<file path="config.mk">
export PLATFORM = sky130hd
export DESIGN_NAME = wav_pcm_stream_parser_core
export DESIGN_NICKNAME = d
export VERILOG_FILES = /design/src/rtl/core/wpsp_pkg.sv /design/src/rtl/core/wav_pcm_stream_parser_core.sv /design/src/rtl/core/wpsp_front.sv /design/src/rtl/core/wpsp_back.sv
export SDC_FILE = /design/constraint.sdc
export NUM_CORES = 2
export LEC_CHECK = 0
export ABC_CLOCK_PERIOD_IN_PS = 6200
export BUFFER_PORTS_ARGS = -buffer_cell sky130_fd_sc_hd__buf_2
export CAP_MARGIN = 30
export CORE_MARGIN = 5
export CORE_UTILIZATION = 57
export CTS_CLUSTER_DIAMETER = 120
export CTS_CLUSTER_SIZE = 10
export DETAILED_ROUTE_END_ITERATION = 6
export PLACE_DENSITY = 0.89
export SYNTH_ARGS = -nofsm -noshare
export SYNTH_HDL_FRONTEND = slang
export SYNTH_HIERARCHICAL = 1
export SYNTH_SLANG_ARGS = --single-unit
</file>
<file path="constraint.sdc">
create_clock -name clk -period 6.2 [get_ports clk]
set_clock_uncertainty 0.2 [all_clocks]
set_input_delay 0 -clock clk [delete_from_list [all_inputs] [get_ports clk]]
set_output_delay 0 -clock clk [all_outputs]
set_load 0.03 [all_outputs]
</file>
<file path="src/rtl/core/wpsp_pkg.sv">
// Shared types, phase codes and constants for the RIFF/WAVE PCM stream parser.
// No dependencies.
package wpsp_pkg;

  typedef struct packed {
    logic [7:0] byte_value;
    logic       start_of_file;
  } in_t;

  typedef struct packed {
    logic [1:0]  kind;
    logic signed [15:0] sample_value;
    logic [15:0] channel;
    logic        last_sample;
    logic [2:0]  error_code;
    logic [15:0] num_channels;
    logic [31:0] sample_rate;
    logic [4:0]  bits_per_sample;
    logic [31:0] sample_count;
  } out_t;

  localparam logic [1:0] KIND_HEADER = 2'd0;
  localparam logic [1:0] KIND_SAMPLE = 2'd1;
  localparam logic [1:0] KIND_ERROR  = 2'd2;

  localparam logic [2:0] ERR_NOT_RIFF   = 3'd0;
  localparam logic [2:0] ERR_NOT_WAVE   = 3'd1;
  localparam logic [2:0] ERR_NO_FMT     = 3'd2;
  localparam logic [2:0] ERR_NOT_PCM    = 3'd3;
  localparam logic [2:0] ERR_COMPRESSED = 3'd4;
  localparam logic [2:0] ERR_BAD_WIDTH  = 3'd5;
  localparam logic [2:0] ERR_MISMATCH   = 3'd6;

  localparam logic [4:0] PH_RIFF      = 5'd0;
  localparam logic [4:0] PH_RIFFSZ    = 5'd1;
  localparam logic [4:0] PH_WAVE      = 5'd2;
  localparam logic [4:0] PH_FMT       = 5'd3;
  localparam logic [4:0] PH_FMTSZ     = 5'd4;
  localparam logic [4:0] PH_AFMT      = 5'd5;
  localparam logic [4:0] PH_CH        = 5'd6;
  localparam logic [4:0] PH_RATE      = 5'd7;
  localparam logic [4:0] PH_BRATE     = 5'd8;
  localparam logic [4:0] PH_BALIGN    = 5'd9;
  localparam logic [4:0] PH_BITS      = 5'd10;
  localparam logic [4:0] PH_CKID      = 5'd11;
  localparam logic [4:0] PH_CKSZ      = 5'd12;
  localparam logic [4:0] PH_DATASZ    = 5'd13;
  localparam logic [4:0] PH_SKIP_EVEN = 5'd14;
  localparam logic [4:0] PH_SKIP_ODD  = 5'd15;
  localparam logic [4:0] PH_PAD       = 5'd16;
  localparam logic [4:0] PH_SAMPLE    = 5'd17;
  localparam logic [4:0] PH_DONE      = 5'd18;
  localparam logic [4:0] PH_CHECK     = 5'd19;
  localparam logic [4:0] PH_DIV       = 5'd20;
  localparam logic [4:0] PH_HEADER    = 5'd21;

  localparam logic [31:0] TAG_RIFF = 32'h4646_4952;
  localparam logic [31:0] TAG_WAVE = 32'h4556_4157;
  localparam logic [31:0] TAG_FMT  = 32'h2074_6D66;
  localparam logic [31:0] TAG_DATA = 32'h6174_6164;
  localparam logic [31:0] FMT_SIZE = 32'd16;
  localparam logic [31:0] FMT_PCM  = 32'd1;

  localparam int QUEUE_DEPTH = 2;

  function automatic out_t error_beat(input logic [2:0] code);
    out_t r;
    r = '0;
    r.kind = KIND_ERROR;
    r.error_code = code;
    return r;
  endfunction

endpackage

</file>
<file path="src/rtl/core/wav_pcm_stream_parser_core.sv">
// RIFF/WAVE PCM stream parser, top level.
// Byte beats come in on byte_valid/byte_ready with byte_beat; results leave on
// result_valid/result_ready with result_beat (header, sample or error).
// A beat with start_of_file set restarts the parse at the RIFF tag.
// Throughput: one byte per cycle through tags, fields, skipped chunks and
// sample data, while the result register is free or being taken. After the
// bits-per-sample field a check state compares the byte rate and block align
// (the 32x16 multiply is registered with the field, then compared). After the
// data size field a radix-2 divider finds the frame count, then the header
// beat is sent; no bytes are taken meanwhile. An accepted byte reaches its
// result through the two-entry input queue and the output register.
// Reset (synchronous, rst high) empties the queue, drops any pending result
// and arms the parser for a RIFF tag. When the receiver stalls the result
// register holds its beat, the parser stops, and the input queue fills and
// then deasserts byte_ready. After an error or the last sample, bytes are
// taken and dropped until the next start_of_file.
// Depends on wpsp_pkg, wpsp_front and wpsp_back.
module wav_pcm_stream_parser_core (
  input  logic           clk,
  input  logic           rst,
  input  logic           byte_valid,
  output logic           byte_ready,
  input  wpsp_pkg::in_t  byte_beat,
  output logic           result_valid,
  input  logic           result_ready,
  output wpsp_pkg::out_t result_beat
);

  logic          q_valid;
  logic          q_pop;
  wpsp_pkg::in_t q_data;

  wpsp_front u_front (
    .clk        (clk),
    .rst        (rst),
    .byte_valid (byte_valid),
    .byte_ready (byte_ready),
    .byte_beat  (byte_beat),
    .q_valid    (q_valid),
    .q_pop      (q_pop),
    .q_data     (q_data)
  );

  wpsp_back u_back (
    .clk          (clk),
    .rst          (rst),
    .q_valid      (q_valid),
    .q_pop        (q_pop),
    .q_data       (q_data),
    .result_valid (result_valid),
    .result_ready (result_ready),
    .result_beat  (result_beat)
  );

endmodule

</file>
<file path="src/rtl/core/wpsp_front.sv">
// Front end: accepts byte beats and holds them in a short queue for the parser.
// Depends on wpsp_pkg.
module wpsp_front (
  input  logic          clk,
  input  logic          rst,
  input  logic          byte_valid,
  output logic          byte_ready,
  input  wpsp_pkg::in_t byte_beat,
  output logic          q_valid,
  input  logic          q_pop,
  output wpsp_pkg::in_t q_data
);

  wpsp_pkg::in_t slots [wpsp_pkg::QUEUE_DEPTH];
  logic       wr_ptr;
  logic       rd_ptr;
  logic [1:0] count;
  logic       push;

  assign byte_ready = (count != 2'(wpsp_pkg::QUEUE_DEPTH));
  assign push       = byte_valid && byte_ready;
  assign q_valid    = (count != 2'd0);
  assign q_data     = slots[rd_ptr];

  always_ff @(posedge clk) begin
    if (push) begin
      slots[wr_ptr] <= byte_beat;
    end
    if (rst) begin
      wr_ptr <= 1'b0;
      rd_ptr <= 1'b0;
      count  <= 2'd0;
    end else begin
      if (push) wr_ptr <= ~wr_ptr;
      if (q_pop) rd_ptr <= ~rd_ptr;
      count <= count + 2'(push) - 2'(q_pop);
    end
  end

endmodule

</file>
<file path="src/rtl/core/wpsp_back.sv">
// Back end: header parse, field checks, frame-count divider and sample decode.
// Depends on wpsp_pkg.
module wpsp_back (
  input  logic           clk,
  input  logic           rst,
  input  logic           q_valid,
  output logic           q_pop,
  input  wpsp_pkg::in_t  q_data,
  output logic           result_valid,
  input  logic           result_ready,
  output wpsp_pkg::out_t result_beat
);

  logic [4:0]  phase, phase_next;
  logic [1:0]  fidx, fidx_next;
  logic [31:0] fshift, fshift_next;
  logic [31:0] skip_rem, skip_rem_next;
  logic [15:0] ch_reg, ch_reg_next;
  logic [31:0] rate_reg, rate_reg_next;
  logic [31:0] brate_reg, brate_reg_next;
  logic [15:0] balign_reg, balign_reg_next;
  logic [4:0]  width_reg, width_reg_next;
  logic [31:0] frames_left, frames_left_next;
  logic [15:0] ch_cnt, ch_cnt_next;
  logic [7:0]  low_hold, low_hold_next;
  logic [31:0] prod, prod_next;
  logic [31:0] div_q, div_q_next;
  logic [16:0] div_rem, div_rem_next;
  logic [4:0]  div_cnt, div_cnt_next;
  logic        out_valid, out_valid_next;
  wpsp_pkg::out_t out_data, out_data_next;

  logic        can_go, busy, step, emit, field_done, flen2, is16, wrap, last;
  logic [4:0]  ph_eff;
  logic [1:0]  idx_eff;
  logic [7:0]  b;
  logic [31:0] v, br;
  logic [16:0] ba, divisor, cnt1;
  logic [17:0] trial;
  logic [47:0] mul;
  logic [15:0] sval;
  wpsp_pkg::out_t emit_data;

  assign can_go = !out_valid || result_ready;
  assign busy   = (phase == wpsp_pkg::PH_CHECK) || (phase == wpsp_pkg::PH_DIV) ||
                  (phase == wpsp_pkg::PH_HEADER);
  assign step   = q_valid && can_go && !busy;
  assign q_pop  = step;
  assign result_valid = out_valid;
  assign result_beat  = out_data;

  assign b       = q_data.byte_value;
  assign ph_eff  = q_data.start_of_file ? wpsp_pkg::PH_RIFF : phase;
  assign idx_eff = q_data.start_of_file ? 2'd0 : fidx;
  assign v       = (idx_eff == 2'd0) ? {24'd0, b}
                                     : (fshift | ({24'd0, b} << {idx_eff, 3'b000}));
  assign flen2   = (ph_eff == wpsp_pkg::PH_AFMT) || (ph_eff == wpsp_pkg::PH_CH) ||
                   (ph_eff == wpsp_pkg::PH_BALIGN) || (ph_eff == wpsp_pkg::PH_BITS);
  assign field_done = flen2 ? (idx_eff != 2'd0) : (idx_eff == 2'd3);
  assign is16    = (width_reg == 5'd16);
  assign mul     = rate_reg * {16'd0, ch_reg};
  assign br      = is16 ? {3'd0, prod[27:0], 1'b0} : {3'd0, prod[28:0]};
  assign ba      = is16 ? {ch_reg, 1'b0} : {1'b0, ch_reg};
  assign divisor = ba;
  assign trial   = {div_rem, div_q[31]};
  assign cnt1    = {1'b0, ch_cnt} + 17'd1;
  assign wrap    = cnt1 >= {1'b0, ch_reg};
  assign last    = (frames_left <= 32'd1) && wrap;
  assign sval    = is16 ? {b, low_hold} : ({8'd0, b} + 16'hFF80);

  always_comb begin
    phase_next       = phase;
    fidx_next        = fidx;
    fshift_next      = fshift;
    skip_rem_next    = skip_rem;
    ch_reg_next      = ch_reg;
    rate_reg_next    = rate_reg;
    brate_reg_next   = brate_reg;
    balign_reg_next  = balign_reg;
    width_reg_next   = width_reg;
    frames_left_next = frames_left;
    ch_cnt_next      = ch_cnt;
    low_hold_next    = low_hold;
    prod_next        = prod;
    div_q_next       = div_q;
    div_rem_next     = div_rem;
    div_cnt_next     = div_cnt;
    emit             = 1'b0;
    emit_data        = '0;

    if (step) begin
      phase_next = ph_eff;
      fidx_next  = idx_eff;
      if (ph_eff <= wpsp_pkg::PH_DATASZ) begin
        fshift_next = v;
        if (!field_done) begin
          fidx_next = idx_eff + 2'd1;
        end else begin
          fidx_next = 2'd0;
          case (ph_eff)
            wpsp_pkg::PH_RIFF: begin
              if (v != wpsp_pkg::TAG_RIFF) begin
                emit = 1'b1;
                emit_data = wpsp_pkg::error_beat(wpsp_pkg::ERR_NOT_RIFF);
                phase_next = wpsp_pkg::PH_DONE;
              end else phase_next = wpsp_pkg::PH_RIFFSZ;
            end
            wpsp_pkg::PH_RIFFSZ: phase_next = wpsp_pkg::PH_WAVE;
            wpsp_pkg::PH_WAVE: begin
              if (v != wpsp_pkg::TAG_WAVE) begin
                emit = 1'b1;
                emit_data = wpsp_pkg::error_beat(wpsp_pkg::ERR_NOT_WAVE);
                phase_next = wpsp_pkg::PH_DONE;
              end else phase_next = wpsp_pkg::PH_FMT;
            end
            wpsp_pkg::PH_FMT: begin
              if (v != wpsp_pkg::TAG_FMT) begin
                emit = 1'b1;
                emit_data = wpsp_pkg::error_beat(wpsp_pkg::ERR_NO_FMT);
                phase_next = wpsp_pkg::PH_DONE;
              end else phase_next = wpsp_pkg::PH_FMTSZ;
            end
            wpsp_pkg::PH_FMTSZ: begin
              if (v != wpsp_pkg::FMT_SIZE) begin
                emit = 1'b1;
                emit_data = wpsp_pkg::error_beat(wpsp_pkg::ERR_NOT_PCM);
                phase_next = wpsp_pkg::PH_DONE;
              end else phase_next = wpsp_pkg::PH_AFMT;
            end
            wpsp_pkg::PH_AFMT: begin
              if (v != wpsp_pkg::FMT_PCM) begin
                emit = 1'b1;
                emit_data = wpsp_pkg::error_beat(wpsp_pkg::ERR_COMPRESSED);
                phase_next = wpsp_pkg::PH_DONE;
              end else phase_next = wpsp_pkg::PH_CH;
            end
            wpsp_pkg::PH_CH: begin
              ch_reg_next = v[15:0];
              phase_next  = wpsp_pkg::PH_RATE;
            end
            wpsp_pkg::PH_RATE: begin
              rate_reg_next = v;
              phase_next    = wpsp_pkg::PH_BRATE;
            end
            wpsp_pkg::PH_BRATE: begin
              brate_reg_next = v;
              phase_next     = wpsp_pkg::PH_BALIGN;
            end
            wpsp_pkg::PH_BALIGN: begin
              balign_reg_next = v[15:0];
              phase_next      = wpsp_pkg::PH_BITS;
            end
            wpsp_pkg::PH_BITS: begin
              if (v[15:0] != 16'd8 && v[15:0] != 16'd16) begin
                emit = 1'b1;
                emit_data = wpsp_pkg::error_beat(wpsp_pkg::ERR_BAD_WIDTH);
                phase_next = wpsp_pkg::PH_DONE;
              end else begin
                width_reg_next = v[4:0];
                if (ch_reg == 16'd0) begin
                  emit = 1'b1;
                  emit_data = wpsp_pkg::error_beat(wpsp_pkg::ERR_MISMATCH);
                  phase_next = wpsp_pkg::PH_DONE;
                end else begin
                  prod_next  = mul[31:0];
                  phase_next = wpsp_pkg::PH_CHECK;
                end
              end
            end
            wpsp_pkg::PH_CKID:
              phase_next = (v == wpsp_pkg::TAG_DATA) ? wpsp_pkg::PH_DATASZ
                                                     : wpsp_pkg::PH_CKSZ;
            wpsp_pkg::PH_CKSZ: begin
              if (v == 32'd0) phase_next = wpsp_pkg::PH_CKID;
              else begin
                skip_rem_next = v;
                phase_next = v[0] ? wpsp_pkg::PH_SKIP_ODD : wpsp_pkg::PH_SKIP_EVEN;
              end
            end
            wpsp_pkg::PH_DATASZ: begin
              div_q_next   = v;
              div_rem_next = 17'd0;
              div_cnt_next = 5'd0;
              ch_cnt_next  = 16'd0;
              phase_next   = wpsp_pkg::PH_DIV;
            end
            default: phase_next = wpsp_pkg::PH_DONE;
          endcase
        end
      end else begin
        case (ph_eff)
          wpsp_pkg::PH_SKIP_EVEN, wpsp_pkg::PH_SKIP_ODD: begin
            skip_rem_next = skip_rem - 32'd1;
            if (skip_rem == 32'd1)
              phase_next = (ph_eff == wpsp_pkg::PH_SKIP_ODD) ? wpsp_pkg::PH_PAD
                                                             : wpsp_pkg::PH_CKID;
          end
          wpsp_pkg::PH_PAD: phase_next = wpsp_pkg::PH_CKID;
          wpsp_pkg::PH_SAMPLE: begin
            if (is16 && fidx == 2'd0) begin
              low_hold_next = b;
              fidx_next     = 2'd1;
            end else begin
              fidx_next = 2'd0;
              emit = 1'b1;
              emit_data.kind         = wpsp_pkg::KIND_SAMPLE;
              emit_data.sample_value = sval;
              emit_data.channel      = ch_cnt;
              emit_data.last_sample  = last;
              if (wrap) begin
                ch_cnt_next      = 16'd0;
                frames_left_next = frames_left - 32'd1;
              end else begin
                ch_cnt_next = cnt1[15:0];
              end
              if (last) phase_next = wpsp_pkg::PH_DONE;
            end
          end
          default: phase_next = ph_eff;
        endcase
      end
    end else begin
      case (phase)
        wpsp_pkg::PH_CHECK: begin
          if (can_go) begin
            if (br != brate_reg || ba != {1'b0, balign_reg}) begin
              emit = 1'b1;
              emit_data = wpsp_pkg::error_beat(wpsp_pkg::ERR_MISMATCH);
              phase_next = wpsp_pkg::PH_DONE;
            end else phase_next = wpsp_pkg::PH_CKID;
          end
        end
        wpsp_pkg::PH_DIV: begin
          if (trial >= {1'b0, divisor}) begin
            div_rem_next = 17'(trial - {1'b0, divisor});
            div_q_next   = {div_q[30:0], 1'b1};
          end else begin
            div_rem_next = trial[16:0];
            div_q_next   = {div_q[30:0], 1'b0};
          end
          div_cnt_next = div_cnt + 5'd1;
          if (div_cnt == 5'd31) phase_next = wpsp_pkg::PH_HEADER;
        end
        wpsp_pkg::PH_HEADER: begin
          if (can_go) begin
            emit = 1'b1;
            emit_data.kind            = wpsp_pkg::KIND_HEADER;
            emit_data.num_channels    = ch_reg;
            emit_data.sample_rate     = rate_reg;
            emit_data.bits_per_sample = width_reg;
            emit_data.sample_count    = div_q;
            frames_left_next = div_q;
            phase_next = (div_q != 32'd0) ? wpsp_pkg::PH_SAMPLE : wpsp_pkg::PH_DONE;
          end
        end
        default: phase_next = phase;
      endcase
    end

    out_valid_next = out_valid && !result_ready;
    out_data_next  = out_data;
    if (emit) begin
      out_valid_next = 1'b1;
      out_data_next  = emit_data;
    end
  end

  always_ff @(posedge clk) begin
    fshift      <= fshift_next;
    skip_rem    <= skip_rem_next;
    ch_reg      <= ch_reg_next;
    rate_reg    <= rate_reg_next;
    brate_reg   <= brate_reg_next;
    balign_reg  <= balign_reg_next;
    width_reg   <= width_reg_next;
    frames_left <= frames_left_next;
    ch_cnt      <= ch_cnt_next;
    low_hold    <= low_hold_next;
    prod        <= prod_next;
    div_q       <= div_q_next;
    div_rem     <= div_rem_next;
    div_cnt     <= div_cnt_next;
    out_data    <= out_data_next;
    if (rst) begin
      phase       <= wpsp_pkg::PH_RIFF;
      fidx        <= 2'd0;
      out_valid   <= 1'b0;
      ch_reg      <= 16'd0;
      width_reg   <= 5'd0;
      frames_left <= 32'd0;
      ch_cnt      <= 16'd0;
    end else begin
      phase     <= phase_next;
      fidx      <= fidx_next;
      out_valid <= out_valid_next;
    end
  end

  a_no_pop_busy: assert property (@(posedge clk) disable iff (rst)
    busy |-> !q_pop) else $error("queue popped while parser busy");

  a_sample_from_phase: assert property (@(posedge clk) disable iff (rst)
    emit && emit_data.kind == wpsp_pkg::KIND_SAMPLE |-> phase == wpsp_pkg::PH_SAMPLE)
    else $error("sample beat outside data chunk");

  a_channel_range: assert property (@(posedge clk) disable iff (rst)
    phase == wpsp_pkg::PH_SAMPLE |-> ch_cnt < ch_reg)
    else $error("channel counter out of range");

  a_reset_phase: assert property (@(posedge clk)
    rst |=> phase == wpsp_pkg::PH_RIFF && !out_valid)
    else $error("bad state after reset");

endmodule

</file>
* Word level (Yosys, flattened, before mapping)
Memory sizes are Yosys's and may differ from the RTL's. A register that Yosys moved wholly into a read port is not among the register bits.
Cells that the tools add are included.
** Storage, ports and cells
- Memories :: 1
- Bits in writable memories :: 18
- Output and inout port bits :: 125
- Word-level logic and storage cells :: 259
- Register bits :: 439
- Input bits :: 13
** Operators by class
- Bitwise logic cells :: 6
- Multipliers :: 1
- Reductions and logical operators :: 45
- Shift operators :: 1
- Muxes and demuxes :: 113
- Order comparisons :: 4
- Add/subtract/negate cells :: 9
- Equality and inequality tests :: 50
** Memories
- u_front.slots :: words 2, width 9, rd ports 1, clocked after Yosys merged registers in 1, wr ports 1, RTL line wpsp_front.sv:14 : wpsp_pkg::in_t slots [wpsp_pkg::QUEUE_DEPTH];
** Operators with widths (number)
- $mux W123 :: 11
- $pmux W123 S6 :: 1
- $mux W32 :: 18
- $pmux W85 S2 :: 1
- $mux W5 :: 24
- $mux W17 :: 7
- $mux W16 :: 7
- $mux W88 :: 1
- $mux W85 :: 1
- $mux W35 :: 2
- $pmux W5 S14 :: 1
- $ne A32 B31 Y1 const B :: 2
- $sub A32 B1 Y32 const B :: 2
- $eq A5 B4 Y1 const B :: 8
- $mux W36 :: 1
- $eq A5 B5 Y1 const B :: 7
- $mux W34 :: 1
- $eq A32 B1 Y1 const B :: 1
- $eq A32 B31 Y1 const B :: 1
- $le A32 B1 Y1 const B :: 1
- $logic_not A32 Y1 :: 1
- $mul A32 B16 Y29 :: 1
- $ne A32 B1 Y1 const B :: 1
- $ne A32 B30 Y1 const B :: 1
- other kinds (46) :: 127

* Longest topological paths before layout
- Depth in word-level cells :: 12
- Mapped depth :: 25
- Mapped depth without buffers :: 23

* By module
Netlist, hierarchy kept.
** By module, submodules not included
- wpsp_back :: cells an instance 3216, area each 31677.9 µm², sequential area each 12291.8 µm², instances 1
- wpsp_front :: cells an instance 56, area each 905.9 µm², sequential area each 640.6 µm², instances 1

* Worst setup path after synthesis
Ideal clock, no wire load.
- Path kind :: reg-to-reg
- From :: register (tool-made name)
- To :: register u_back.brate_reg[0], enable pin
- Data arrival time :: 6149 ps
- Required time :: 5498 ps
- Setup time :: 502 ps
- Cell stages (with the launch flop) :: 11
- Setup slack :: -650 ps
- Clock period less this slack :: 6850 ps
- Buffers on the path :: 5
- Cells stage by stage :: dfxtp_1 buf_2 mux2_2 buf_4 buf_6 buf_2 nor2_1 nor2_1 nand2b_1 clkbuf_1 nor4_1
** RTL lines
- end signal, assigned :: RTL line wpsp_back.sv:273 : brate_reg <= brate_reg_next;
- end, declared :: RTL line wpsp_back.sv:20 : logic [31:0] brate_reg, brate_reg_next;

* Final worst setup path
- From :: register u_back.rate_reg[2]
- To :: register u_back.prod[27], data pin
** On the way
- Cells in the longest elaborated chain, start to end :: 1
** RTL lines
- start, declared :: RTL line wpsp_back.sv:19 : logic [31:0] rate_reg, rate_reg_next;
- start signal, assigned :: RTL line wpsp_back.sv:272 : rate_reg <= rate_reg_next;
- $mul A32 B16 Y29 :: RTL line wpsp_back.sv:61 : assign mul = rate_reg * {16'd0, ch_reg};
- via u_back.mul[27] :: RTL line wpsp_back.sv:40 : logic [47:0] mul;
- end signal, assigned :: RTL line wpsp_back.sv:279 : prod <= prod_next;
- end, declared :: RTL line wpsp_back.sv:26 : logic [31:0] prod, prod_next;
The timed path passes the listed nets, and every way through them passes these cells.
A chain may end at the register's enable or synchronous reset.

==> impl_metrics.ini <==
[global_route]
grt_overflow = 0
antenna_found_initial = 2
grt_pass1_wl_um = 152100
track_usage = 0.3088
first_global_vias = 26886
grt_max_degree = 88

[floorplan]
initial_core_util = 0.5768
die_h_um = 249.1
io_pins = 138
fp.dieW_um = 249.1
design.core.area_um2 = 56500
design.die.area_um2 = 62050
core.rowCount = 87

[layout]
layout_common_cells = 389 x nand2_1, 376 x edfxtp_1, 365 x inv_1, 260 x fa_1, 249 x and2_1
antenna_cells = 0
final_area_um2 = 37030
largest_reg_flops = 123
mostFrequentLayoutCell = nand2_1
layout.cells.non_filler = 4295
syn_to_final_growth_pct = 13.65
drive_gt1_frac = 0.1331
nets = 3878
nFillCells = 4095

[power_and_ir_drop]
power_mw = 9.227
switchingPower_mw = 3.273
power_frac_clock = 0.309
sw_frac_of_total = 0.3547
comb_power_share = 0.267
p_seq_frac = 0.424
cell_internal_pwr_mw = 5.954
power_density_nw_per_um2 = 249.2
irDropWorstVdd_mv = 0.5246
leakagePower_nw = 15.14

[routing]
num_vias = 26761
drcViolationCount = 0
dr.pass1.iters = 6
wirelength_um = 98820
ant_nets = 0
viasPerCell = 6.231
routedWlPerCell_um = 23.01
dr.first_iter.drc_count = 3257

[critical_path]
required_ns = 6.47
critical_path_arrival_ns = 6.54
endpoint_kind = flip-flop
worstSetupStartpointType = flip-flop
criticalPathCategory = reg -> reg
critPathMaxFanout = 10

[cts]
numClockSinks = 458
clockRootBuffer = clkbuf_16
cts_tree = yes
clock_latency_ns = 0.64
htreeDepth = 2
clockBufferDepth = 3
cts_buffers = 51
clkTransAtPathRegs_ns = 0.06

[status]
outcome = finished, violations left
violations = setup timing

[sta]
min_period_over_period = 1.011
setup_viol = 1
timing.final.ws_setup_ns = -0.07107
fmax_mhz = 159.5
rsz0062_at_grt = yes
slew_headroom = 0.2987
finalCriticalPeriod_ns = 6.271
worst_slew_pin_slew_ns = 1.051
slew_viol_final = 0
hold_viol_final = 0

[place]
dpl.hpwl_um = 71900
post_dp_cell_area_um2 = 35070
gp_congestion = 1.052
dp.cells = 4169
port_buffers = 137

[synthesis]
synth_cell_type_count = 87
async_flop_share = 0
yosysWarnings = 6
synth_area_per_cell_um2 = 9.958
synth_seq_area_share = 0.3969
yosys_register_bits = 458
synth_nets = 3653
synthCells = 3272
synth_ff_type = edfxtp_1
synth_edf_count = 376
syn_area_um2 = 32580

[job]
drv_cap = 0

[hold_path]
hold_class = reg -> reg
what timing repair did:
item / 4_1_cts / 5_1_grt
buffers inserted: 3 / 6
gates resized for setup: 16 / 31
hold buffers: 23 / 0
endpoints found under the setup margin: 6 / 10
gates cloned: 0 / 0
endpoints found under the hold margin: 76 / 0
pin swaps: 16 / 11
metrics by stage:
| stage | setup TNS (ns) | hold WS, ns | setup WS, ns | utilization |
|---|---|---|---|---|
| detailed placement | -0.3222 | -0.006053 | -0.1307 | 0.6207 |
| global route | -0.5988 | 0.3329 | -0.2455 | 0.6555 |
| global placement | -0.005377 | -0.01120 | -0.005377 | 0.6201 |
| floorplan | 0 | -0.1309 | 0.0005533 | - |
| finish | -0.07107 | 0.2870 | -0.07107 | 0.6555 |
| CTS | 0 | 0.2920 | 0.00009859 | 0.6526 |
cell type report:
cell class | instances | area, um2 | area share
clock inverter | 3 | 90.09 | 0.002433
timing repair buffer | 343 | 2431 | 0.06565
sequential | 458 | 12940 | 0.3495
multi-input combinational | 2275 | 17810 | 0.4809
inverter | 368 | 1381 | 0.03730
clock buffer | 92 | 1430 | 0.03862
tap | 756 | 945.9 | 0.02554
critical path: stages, from the launching register on:
cell and delay (ns):
edfxtp_1 0.65, buf_4 0.25, nand2_1 0.08, fa_1 0.49, inv_1 0.05, ha_1 0.27, ha_1 0.27, inv_1 0.05
fa_1 0.54, inv_2 0.04, fa_1 0.51, inv_1 0.05, fa_1 0.51, inv_2 0.05, ha_4 0.21, a21o_1 0.15
a21o_1 0.16, a21oi_2 0.20, o21ai_1 0.11, a41o_1 0.26, a221oi_4 0.32, a31oi_2 0.16, or4b_4 0.50, nand3_2 0.07
power by group through the flow:
stage                     logic (mW)  registers (mW)  clock network [mW]
after floorplan                 1.51            3.91                   0
after global placement          2.28            3.96                   0
after detailed placement        2.34            3.96                   0
after CTS                       2.38            3.90                2.88
after global routing            2.62            3.93                3.00
final                           2.46            3.91                2.85
synthesized netlist by cell type (all sizes together) (5+ instances only):
library cell	n	area share
nand2	391	0.045
edfxtp	376	0.35
inv	368	0.042
fa	263	0.16
and2	258	0.050
nor2	223	0.026
a21oi	150	0.023
clkbuf	146	0.017
o21ai	123	0.019
ha	105	0.040
dfxtp	82	0.050
xnor2	75	0.020
nor4	58	0.011
xor2	53	0.014
nor3	51	0.0080
nand3	42	0.0065
nor2b	38	0.0073
mux2i	29	0.0089
a211oi	28	0.0065
a22oi	28	0.0065
buf	25	0.0041
nand4	22	0.0042
or3	21	0.0040
a21o	20	0.0046
nand2b	20	0.0038
o22ai	20	0.0038
and3	19	0.0037
o21a	19	0.0044
or4	18	0.0043
a31oi	16	0.0031
or2	15	0.0029
a221oi	14	0.0038
a2111oi	12	0.0033
mux2	11	0.0038
o31ai	11	0.0025
nand3b	9	0.0021
nand4b	9	0.0024
o211ai	9	0.0021
o21bai	8	0.0018
o41ai	8	0.0022
a21boi	5	0.0012
a221o	5	0.0015
nor4bb	5	0.0015
path summary, 6_finish.rpt:
path                                            start               endpoint  slack [ns]  cells after the start
worst min register to register  u_back/frames_left[7]  u_back/frames_left[7]        0.29                      2
worst min-delay path            u_back/frames_left[7]  u_back/frames_left[7]        0.29                      2
worst max register to register     u_back/rate_reg[2]        u_back/prod[27]       -0.07                     23
worst max-delay path               u_back/rate_reg[2]        u_back/prod[27]       -0.07                     23
cell families after synthesis:
group | after synthesis | share of synthesized area
XOR/XNOR | 128 | 0.03441
AND/OR/NAND/NOR | 1218 | 0.1888
buffers and inverters | 539 | 0.06328
multiplexers | 40 | 0.01271
flip-flops | 458 | 0.3969
adder cells (fa/ha/maj) | 368 | 0.2019
AO/OA/AOI/OAI | 521 | 0.1020
routing by layer:
| layer | share of wire | vias up | track usage |
|---|---|---|---|
| met5 | 0.00014 | - | 0 |
| met4 | 0.067 | 2 | 0.1593 |
| met3 | 0.12 | 469 | 0.07037 |
| met2 | 0.47 | 1902 | 0.5050 |
| li1 | - | 11560 | - |
| met1 | 0.35 | 12828 | 0.3877 |
Power figures use the tool's default switching activity.
